<file path="src/sv/mrlf_pkg.sv">
// Package for the modem response line filter: line classes, match-string
// constants, the matcher request struct and the string compare helpers.
// Depends on nothing; used by mrlf_match and modem_response_line_filter.
package mrlf_pkg;

   typedef enum logic [2:0] {
      CLS_FORWARD   = 3'd0,
      CLS_STARTUP   = 3'd1,
      CLS_PBREADY   = 3'd2,
      CLS_RING      = 3'd3,
      CLS_NOCARRIER = 3'd4,
      CLS_NEWMSG    = 3'd5
   } line_class_type;

   // Strings that must match the whole line.
   typedef enum logic [1:0] {
      EXACT_STARTUP   = 2'd0,
      EXACT_PBREADY   = 2'd1,
      EXACT_RING      = 2'd2,
      EXACT_NOCARRIER = 2'd3
   } exact_id_type;

   localparam int NUM_EXACT = 4;

   localparam int LEN_STARTUP   = 13;
   localparam int LEN_PBREADY   = 8;
   localparam int LEN_RING      = 4;
   localparam int LEN_NOCARRIER = 10;
   localparam int LEN_NEWMSG    = 11;

   // First character sits in the top byte.
   localparam logic [8*LEN_STARTUP-1:0]   TXT_STARTUP   = "MODEM:STARTUP";
   localparam logic [8*LEN_PBREADY-1:0]   TXT_PBREADY   = "+PBREADY";
   localparam logic [8*LEN_RING-1:0]      TXT_RING      = "RING";
   localparam logic [8*LEN_NOCARRIER-1:0] TXT_NOCARRIER = "NO CARRIER";
   localparam logic [8*LEN_NEWMSG-1:0]    TXT_NEWMSG    = "+CMTI: \"SM\"";

   // Request from the line assembler to the matcher.
   typedef struct packed {
      logic       push;   // byte appended this cycle
      logic       clear;  // line closes this cycle
      logic [3:0] pos;    // fill count, saturated at 15
      logic [6:0] ch;     // appended byte
   } match_req_type;

   function automatic logic [4:0] exact_len(exact_id_type id);
      logic [4:0] len;
      len = '0;
      unique case (id)
         EXACT_STARTUP:   len = 5'(LEN_STARTUP);
         EXACT_PBREADY:   len = 5'(LEN_PBREADY);
         EXACT_RING:      len = 5'(LEN_RING);
         EXACT_NOCARRIER: len = 5'(LEN_NOCARRIER);
      endcase
      return len;
   endfunction

   // Character at a position; zero past the end (never equal to a stored byte).
   function automatic logic [6:0] exact_char(exact_id_type id, logic [3:0] pos);
      logic [7:0] ch;
      int         p;
      ch = '0;
      p  = int'(pos);
      unique case (id)
         EXACT_STARTUP: begin
            if (p < LEN_STARTUP) ch = TXT_STARTUP[8*(LEN_STARTUP-1-p) +: 8];
         end
         EXACT_PBREADY: begin
            if (p < LEN_PBREADY) ch = TXT_PBREADY[8*(LEN_PBREADY-1-p) +: 8];
         end
         EXACT_RING: begin
            if (p < LEN_RING) ch = TXT_RING[8*(LEN_RING-1-p) +: 8];
         end
         EXACT_NOCARRIER: begin
            if (p < LEN_NOCARRIER) ch = TXT_NOCARRIER[8*(LEN_NOCARRIER-1-p) +: 8];
         end
      endcase
      return ch[6:0];
   endfunction

   // Window holds the newest byte in the low slot.
   function automatic logic newmsg_hit(logic [7*LEN_NEWMSG-1:0] win);
      logic hit;
      hit = 1'b1;
      for (int k = 0; k < LEN_NEWMSG; k++) begin
         if (win[7*k +: 7] != TXT_NEWMSG[8*k +: 7]) hit = 1'b0;
      end
      return hit;
   endfunction

endpackage

</file>
<file path="src/sv/mrlf_ram.sv">
// Generic single-write, single-read RAM with a registered read port.
// No dependencies; holds the line store of the filter.
module mrlf_ram #(
   parameter int WIDTH = 7,
   parameter int DEPTH = 63,
   localparam int AW = $clog2(DEPTH)
) (
   input  logic             clock,
   input  logic             wr_en,
   input  logic [AW-1:0]    wr_addr,
   input  logic [WIDTH-1:0] wr_data,
   input  logic [AW-1:0]    rd_addr,
   output logic [WIDTH-1:0] rd_data
);

   logic [WIDTH-1:0] mem [DEPTH];

   always_ff @(posedge clock) begin
      if (wr_en) begin
         mem[wr_addr] <= wr_data;
      end
      rd_data <= mem[rd_addr];
   end

endmodule

</file>
<file path="src/sv/mrlf_match.sv">
// Running line classifier: tracks exact-match prefixes and a sliding window
// for the new-message notice as bytes are appended. Depends on mrlf_pkg.
module mrlf_match (
   input  logic                    clock,
   input  logic                    reset,
   input  mrlf_pkg::match_req_type req,
   output mrlf_pkg::line_class_type line_class
);

   localparam int WW = 7 * mrlf_pkg::LEN_NEWMSG;

   logic [mrlf_pkg::NUM_EXACT-1:0] ok_ff, ok_in, ok_upd, eq;
   logic [WW-1:0]                  win_ff, win_in, win_shift;
   logic                           found_ff, found_in, found_upd;
   logic [4:0]                     len_after;
   mrlf_pkg::exact_id_type         id;

   always_comb begin
      len_after = {1'b0, req.pos} + 5'(req.push);
      win_shift = {win_ff[WW-8:0], req.ch};
      found_upd = found_ff | (req.push & mrlf_pkg::newmsg_hit(win_shift));
      id        = mrlf_pkg::EXACT_STARTUP;
      for (int i = 0; i < mrlf_pkg::NUM_EXACT; i++) begin
         id        = mrlf_pkg::exact_id_type'(i);
         ok_upd[i] = ok_ff[i] &
                     (~req.push | (mrlf_pkg::exact_char(id, req.pos) == req.ch));
         eq[i]     = ok_upd[i] & (len_after == mrlf_pkg::exact_len(id));
      end

      // exact strings win over the substring test, in list order
      priority if (eq[mrlf_pkg::EXACT_STARTUP])   line_class = mrlf_pkg::CLS_STARTUP;
      else if (eq[mrlf_pkg::EXACT_PBREADY])       line_class = mrlf_pkg::CLS_PBREADY;
      else if (eq[mrlf_pkg::EXACT_RING])          line_class = mrlf_pkg::CLS_RING;
      else if (eq[mrlf_pkg::EXACT_NOCARRIER])     line_class = mrlf_pkg::CLS_NOCARRIER;
      else if (found_upd)                         line_class = mrlf_pkg::CLS_NEWMSG;
      else                                        line_class = mrlf_pkg::CLS_FORWARD;

      if (req.clear) begin
         ok_in    = '1;
         win_in   = '0;
         found_in = 1'b0;
      end else begin
         ok_in    = ok_upd;
         win_in   = req.push ? win_shift : win_ff;
         found_in = found_upd;
      end
   end

   always_ff @(posedge clock) begin
      if (reset) begin
         ok_ff    <= '1;
         win_ff   <= '0;  // zero never matches a printable character
         found_ff <= 1'b0;
      end else begin
         ok_ff    <= ok_in;
         win_ff   <= win_in;
         found_ff <= found_in;
      end
   end

endmodule

</file>
<file path="src/sv/modem_response_line_filter.sv">
// Modem response line filter: top level. Instantiates mrlf_ram (line store)
// and mrlf_match (classifier); uses mrlf_pkg for classes and strings.
//
// Received modem bytes enter one per transfer on req_ and are built into
// lines. A '>' on an empty line closes at once as the one-byte line ">". A
// space on an empty line and any non-printable byte on an empty line are
// dropped; other printable bytes (0x20..0x7E) are appended. A non-printable
// byte closes a non-empty line, and the byte that brings the line to
// LINE_CAPACITY-1 bytes closes it too. A closed line goes out on rsp_ one
// byte per transfer, in order, with last_byte on its final byte and the
// line's class and flags on every byte: startup, phonebook ready, ring and
// no carrier need an exact whole-line match (tested in that order), new
// message needs +CMTI: "SM" anywhere in the line, anything else is forwarded.
// A byte that closes a line of n bytes is followed by a drain of its n bytes
// (longer if rsp_stall is held), during which req_stall is high; the drain
// reads one line-store entry per cycle while rsp_stall is low, through the
// RAM's single read port, and the next byte is taken in the cycle after the
// last byte's transfer. No clearing pass after reset: only entries written
// for the current line are ever read.
module modem_response_line_filter #(
   parameter int LINE_CAPACITY = 64
) (
   input  logic       clock,
   input  logic       reset,
   // received bytes
   input  logic       req_valid,
   output logic       req_stall,
   input  logic [7:0] req_rx_byte,
   // line bytes out
   output logic       rsp_valid,
   input  logic       rsp_stall,
   output logic [6:0] rsp_line_byte,
   output logic       rsp_last_byte,
   output logic [2:0] rsp_line_class,
   output logic       rsp_modem_not_ready,
   output logic       rsp_wakeup_init
);

   localparam int DEPTH = LINE_CAPACITY - 1;   // store entries
   localparam int AW    = $clog2(DEPTH);       // store index
   localparam int CW    = $clog2(DEPTH + 1);   // fill count incl. full

   localparam logic [7:0] CH_PROMPT   = 8'h3E;  // '>'
   localparam logic [7:0] CH_SPACE    = 8'h20;
   localparam logic [7:0] CH_PRINT_LO = 8'h20;
   localparam logic [7:0] CH_PRINT_HI = 8'h7E;

   typedef enum logic {
      ST_IDLE,   // collecting bytes
      ST_DRAIN   // sending out a closed line
   } state_type;

   state_type                state_ff, state_in;
   logic [AW-1:0]            fill_ff, fill_in;       // bytes in current line
   logic [AW-1:0]            idx_ff, idx_in;         // drain position
   logic [AW-1:0]            last_idx_ff, last_idx_in;
   mrlf_pkg::line_class_type cls_ff, cls_in;
   logic                     fwd_hit_ff, fwd_hit_in; // read-during-write bypass
   logic [6:0]               fwd_data_ff, fwd_data_in;

   logic                     req_take, rsp_take;
   logic                     printable, is_prompt, store, close;
   logic [CW-1:0]            fill_after;
   logic                     wr_en;
   logic [6:0]               rd_data;
   mrlf_pkg::match_req_type  mreq;
   mrlf_pkg::line_class_type match_class;

   // -------------------------------------------------------------------
   // Input side: decide store / close for the byte being transferred
   // -------------------------------------------------------------------
   assign req_stall = (state_ff != ST_IDLE);
   assign req_take  = req_valid & ~req_stall;

   always_comb begin
      printable  = (req_rx_byte >= CH_PRINT_LO) && (req_rx_byte <= CH_PRINT_HI);
      is_prompt  = (req_rx_byte == CH_PROMPT) && (fill_ff == '0);
      // leading space is dropped; the prompt is stored like any other byte
      store      = printable && !((req_rx_byte == CH_SPACE) && (fill_ff == '0));
      fill_after = CW'(fill_ff) + CW'(store);
      close      = is_prompt
                   || (store && (fill_after == CW'(DEPTH)))
                   || (!printable && (fill_ff != '0));
      wr_en      = req_take & store;

      mreq.push  = wr_en;
      mreq.clear = req_take & close;
      mreq.pos   = (fill_ff > AW'(15)) ? 4'd15 : fill_ff[3:0];
      mreq.ch    = req_rx_byte[6:0];
   end

   // -------------------------------------------------------------------
   // Next-state logic
   // -------------------------------------------------------------------
   assign rsp_valid = (state_ff == ST_DRAIN);
   assign rsp_take  = rsp_valid & ~rsp_stall;

   always_comb begin
      state_in    = state_ff;
      fill_in     = fill_ff;
      idx_in      = idx_ff;
      last_idx_in = last_idx_ff;
      cls_in      = cls_ff;

      unique case (state_ff)
         ST_IDLE: begin
            if (req_take) begin
               if (close) begin
                  state_in    = ST_DRAIN;
                  fill_in     = '0;
                  idx_in      = '0;
                  last_idx_in = AW'(fill_after - CW'(1));
                  cls_in      = match_class;
               end else if (store) begin
                  fill_in = fill_after[AW-1:0];
               end
            end
         end
         ST_DRAIN: begin
            if (rsp_take) begin
               if (idx_ff == last_idx_ff) begin
                  state_in = ST_IDLE;
                  idx_in   = '0;
               end else begin
                  idx_in = idx_ff + AW'(1);
               end
            end
         end
         default: state_in = ST_IDLE;
      endcase

      // RAM reads idx_in, so its registered output always shows entry idx_ff.
      // A prompt writes entry 0 in the cycle that entry 0 is read: bypass.
      fwd_hit_in  = wr_en && (fill_ff == idx_in);
      fwd_data_in = req_rx_byte[6:0];
   end

   always_ff @(posedge clock) begin
      if (reset) begin
         state_ff    <= ST_IDLE;
         fill_ff     <= '0;
         idx_ff      <= '0;
         last_idx_ff <= '0;
         cls_ff      <= mrlf_pkg::CLS_FORWARD;
         fwd_hit_ff  <= 1'b0;
         fwd_data_ff <= '0;
      end else begin
         state_ff    <= state_in;
         fill_ff     <= fill_in;
         idx_ff      <= idx_in;
         last_idx_ff <= last_idx_in;
         cls_ff      <= cls_in;
         fwd_hit_ff  <= fwd_hit_in;
         fwd_data_ff <= fwd_data_in;
      end
   end

   // -------------------------------------------------------------------
   // Line store and classifier
   // -------------------------------------------------------------------
   mrlf_ram #(
      .WIDTH (7),
      .DEPTH (DEPTH)
   ) u_store (
      .clock   (clock),
      .wr_en   (wr_en),
      .wr_addr (fill_ff),
      .wr_data (req_rx_byte[6:0]),
      .rd_addr (idx_in),
      .rd_data (rd_data)
   );

   mrlf_match u_match (
      .clock      (clock),
      .reset      (reset),
      .req        (mreq),
      .line_class (match_class)
   );

   // -------------------------------------------------------------------
   // Result fields
   // -------------------------------------------------------------------
   assign rsp_line_byte       = fwd_hit_ff ? fwd_data_ff : rd_data;
   assign rsp_last_byte       = (idx_ff == last_idx_ff);
   assign rsp_line_class      = cls_ff;
   assign rsp_modem_not_ready = (cls_ff == mrlf_pkg::CLS_STARTUP)
                                || (cls_ff == mrlf_pkg::CLS_PBREADY);
   assign rsp_wakeup_init     = (cls_ff == mrlf_pkg::CLS_PBREADY);

   // -------------------------------------------------------------------
   // Assertions
   // -------------------------------------------------------------------
   // transfer of the last byte ends the line
   a_last_ends: assert property (@(posedge clock) disable iff (reset)
      rsp_valid && !rsp_stall && rsp_last_byte |=> !rsp_valid)
      else $error("line continued after last byte");

   // a line never ends without its last byte going out
   a_no_early_end: assert property (@(posedge clock) disable iff (reset)
      rsp_valid && !rsp_last_byte |=> rsp_valid)
      else $error("line drain ended early");

   // drain index stays within the closed line
   a_idx_range: assert property (@(posedge clock) disable iff (reset)
      state_ff == ST_DRAIN |-> idx_ff <= last_idx_ff)
      else $error("drain index past end of line");

   // no byte enters the store while a line is being drained
   a_no_write_drain: assert property (@(posedge clock) disable iff (reset)
      state_ff == ST_DRAIN |-> !wr_en && fill_ff == '0)
      else $error("store written during drain");

endmodule
</file>
<file path="config.mk">
export PLATFORM = sky130hd
export DESIGN_NAME = modem_response_line_filter
export DESIGN_NICKNAME = d
export VERILOG_FILES = /design/src/sv/mrlf_pkg.sv /design/src/sv/mrlf_ram.sv /design/src/sv/mrlf_match.sv /design/src/sv/modem_response_line_filter.sv
export SDC_FILE = /design/constraint.sdc
export NUM_CORES = 1
export LEC_CHECK = 0
export BUFFER_PORTS_ARGS = -buffer_cell sky130_fd_sc_hd__buf_2
export CORE_MARGIN = 2
export CORE_UTILIZATION = 30
export CTS_BUF_LIST = sky130_fd_sc_hd__clkbuf_4 sky130_fd_sc_hd__clkbuf_8
export DETAILED_ROUTE_END_ITERATION = 16
export SLEW_MARGIN = 40
export SYNTH_ARGS = -nofsm -noshare
export SYNTH_HDL_FRONTEND = slang
export SYNTH_SLANG_ARGS = --single-unit
</file>
<file path="constraint.sdc">
create_clock -name clock -period 4.5 [get_ports clock]
set_input_delay 1.35 -clock clock [delete_from_list [all_inputs] [get_ports clock]]
set_output_delay 1.35 -clock clock [all_outputs]
set_load 0.1 [all_outputs]
</file>
==> impl_results.md <==
- Vias in the first global route: 17188
- R2R Setup Slk: 0.39 ns
- Most common cell after layout, fill and taps aside: edfxtp_1
- TritonCTS clock tree: yes
- Critical Path RT: 5.09 ns
- Clk_lat worst skew: 0.70 ns
- Synth Instances: 2071
- DRT Wirelength: 71.93 mm
- CTS sink cnt: 553
- Synth Area in Simple Gates: 15.47%
- Synth Cell Area: 0.02394 sq mm
- TNS Setup: 0 ns
- Worst setup margin: 0.06834 ns
- Post-synthesis mux area share: 2.791%
- Post-synthesis cell type count: 97
- Pre-CTS setup slack: -1.039 ns
- Clock Skews: 0.03379 ns
- CTS H-tree depth: 3
- Tcrit/Tclk final: 98.48%
- Final net count: 2312
- Final Hold Viols: 0
- Initial antenna violation count: 4
- Worst VDD drop: 0.2673 mV
- Core Region: 0.07900 sq mm
- Startpoint Class: input port
- Synth area leader: edfxtp_1
- Cts hold-fix bufs: 0
- Drt first pass iters: 5
- Largest family of logic cells by synthesized area: simple AND/OR/NAND/NOR gates
- Synth Area in Compound Gates: 11.90%
- Post-Layout Cell Count: 3407
- Area of the multi-input gates: 0.007909 sq mm
- Pwr/cell area: 353.1 mW/mm^2
- Predominant post-synthesis flop cell: edfxtp_1
- EDFF count, synth: 441
- TritonCTS Buffers: 88
- Placed insts: 3237
- Yosys reg bits: 553
- Sequential area share after synthesis: 64.67%
- Switch share: 22.61%
- Clock transition at path regs: 0.06 ns
- Combinational power share: 4.0%
- Vias per inst: 5.249
- Fraction of registers with async set/reset: 0%
- Hold WC Path Type: flop to flop
- Slew Limit Fails: 0
- Top post-synthesis cells by area: edfxtp_1 55%, dfxtp_1 9.4%, nand2_1 6.9%, a21oi_1 2.6%, nor2_1 2.5%
- Post-Syn Nets: 2097
- Critical Path Sink Type: flop
- Layout cell share with drive strength beyond 1: 21.28%
- Relative max-transition margin: 43.97%
- Die height: 286.5 um
- Fillers: 7663
- Most frequent cells in the layout: 441 x edfxtp_1, 437 x nand2_1, 215 x buf_4, 154 x nor2_1, 121 x a21oi_1
- First-pass GRT wire length: 106.7 mm
- Clock share of power: 41.4%
- # DRC: 0
- I/O Buffers: 26
- Detailed-route via count: 17885
- CTS root buf: clkbuf_8
- Post-Synth Adder-Cell Area: 0.7316%
- Die width: 286.5 um
- Sequential cell area: 0.01548 sq mm
- P&R area growth vs syn: 20.05%
- Synth warn: 0
- Gr usage total: 17.04%
- Core Rows: 103
- IO Count: 27
- CP arrival: 5.02 ns
- DRT iter0 DRCs: 1864
- Routability congestion estimate: 0.9160
- Net Sw Power: 2.295 mW
- Power Internal: 7.855 mW
- LEAKAGE: 9.783 nW
- Initial Util: 30.31%
- Highest Clock Rate: 0.2256 GHz
- Register share of total power: 54.6%
- CP max FO: 18
- Post-route ant nets: 0
- Outcome: finished, final reports clean
- WL per Instance: 21.11 um
- GRT overflow: 0
- WS Path Type: input port to flop
- Clock Tree Buf Depth: 3
- Top cell type's share of synthesized area: 55.31%
- Synth Area per Inst: 11.56 sq um
- Xor/xnor share of the synthesized area: 1.280%
- Worst-Margin Slew: 0.8373 ns
- Min cycle time layout: 4.432 ns
- Largest net degree at the start of global routing: 74
- Unrepaired setup endpoints after global routing: true
- Hpwl dp: 47.64 mm
- Endpoints failing setup: 0
- Die ar.: 0.08209 sq mm
- Max_cap viols: 0
==> flip-flops by register name, summed over array words and instances (netlist names) <==
| register | count |
|---|---|
| u_store.mem | 441 |
| u_match.ok_ff | 4 |
| rsp_line_class | 3 |
| req_stall | 1 |
| fwd_hit_ff | 1 |
| fill_ff | 6 |
| u_match.found_ff | 1 |
| last_idx_ff | 6 |
| u_store.rd_data | 7 |
| u_match.win_ff | 70 |
| fwd_data_ff | 7 |
| idx_ff | 6 |
==> layout make-up <==
class / count / area share (%)
clock inverter: 35 / 0.6616
inverter: 14 / 0.1872
sequential: 553 / 53.87
multi-input combinational: 1361 / 27.51
timing repair buffer: 268 / 7.931
antenna: 3 / 0.02612
tap: 1050 / 4.571
clock buffer: 123 / 5.237
==> synth_stat cells (24+ instances only) <==
cell type,instances
nand3_1,87
nor3_1,24
nor2_1,160
clkbuf_1,87
a31oi_1,34
mux2i_1,51
a21oi_1,124
edfxtp_1,441
nand2_1,437
o21ai_0,50
dfxtp_1,112
buf_2,27
==> worst max-delay path, stage by stage <==
cell,delay [ns]
clkbuf_4,0.19
nand4b_1,0.21
buf_6,0.16
o31a_1,0.25
buf_4,0.13
ha_2,0.16
ha_2,0.33
ha_1,0.14
nand4_1,0.16
nor2_2,0.19
o31ai_2,0.09
a31o_2,0.28
buf_12,0.16
a311oi_1,0.28
a21oi_1,0.14
a221oi_1,0.40
nor3_1,0.10
buf_4,0.15
o32ai_1,0.10
==> through the flow <==
step | utilization, % | hold WS, ns | cell area [sq um] | total power, mW
after global placement | 33.85 | 0.4243 | 26740 | 6.035
after floorplan | - | 0.4126 | 24020 | 5.839
after global routing | 36.38 | 0.4809 | 28740 | 10.45
after detailed placement | 33.85 | 0.4355 | 26740 | 6.041
final | 36.38 | 0.4486 | 28740 | 10.15
after CTS | 36.03 | 0.4515 | 28460 | 10.20
==> routing by layer <==
| metal | track usage [%] | up-vias | wire (um) |
|---|---|---|---|
| met3 | 4.817 | 153 | 6417 |
| met2 | 26.41 | 842 | 32400 |
| met4 | 6.230 | 4 | 2350 |
| met1 | 22.71 | 8775 | 30590 |
| met5 | 0 | - | 175 |
| li1 | - | 8111 | - |
==> power groups by stage <==
stage	clock network, mW	registers [mW]	logic [mW]
finish	4.20	5.54	0.402
global route	4.49	5.54	0.425
CTS	4.27	5.54	0.393
detailed placement	0	5.65	0.391
global placement	0	5.65	0.385
floorplan	0	5.65	0.192
==> worst paths after layout <==
path                                from                          end  cells past startpoint
max                       req_rx_byte[6]   u_store.rd_data[4]$_DFF_P_                     19
min          u_match.ok_ff[0]$_SDFF_PP1_  u_match.ok_ff[0]$_SDFF_PP1_                      2
max reg2reg      fill_ff[5]$_SDFFE_PP0P_   u_store.rd_data[4]$_DFF_P_                     19
min reg2reg  u_match.ok_ff[0]$_SDFF_PP1_  u_match.ok_ff[0]$_SDFF_PP1_                      2
==> what timing repair did <==
item                                    4_1_cts  5_1_grt
pin swaps                                     1        7
endpoints found under the setup margin        6        7
gates cloned                                  0        3
resized for setup                             5       29
buffers inserted                              1        5
endpoints found under the hold margin         0        0
==> kinds of logic after synthesis <==
| kind of cell | Yosys count |
|---|---|
| buffers and inverters | 157 |
| AND/OR/NAND/NOR | 832 |
| flip-flops | 553 |
| AO/OA/AOI/OAI | 415 |
| adder cells (fa/ha/maj) | 14 |
| multiplexers | 65 |
| XOR/XNOR | 35 |
Note: power is estimated with default switching activity, not from simulation.
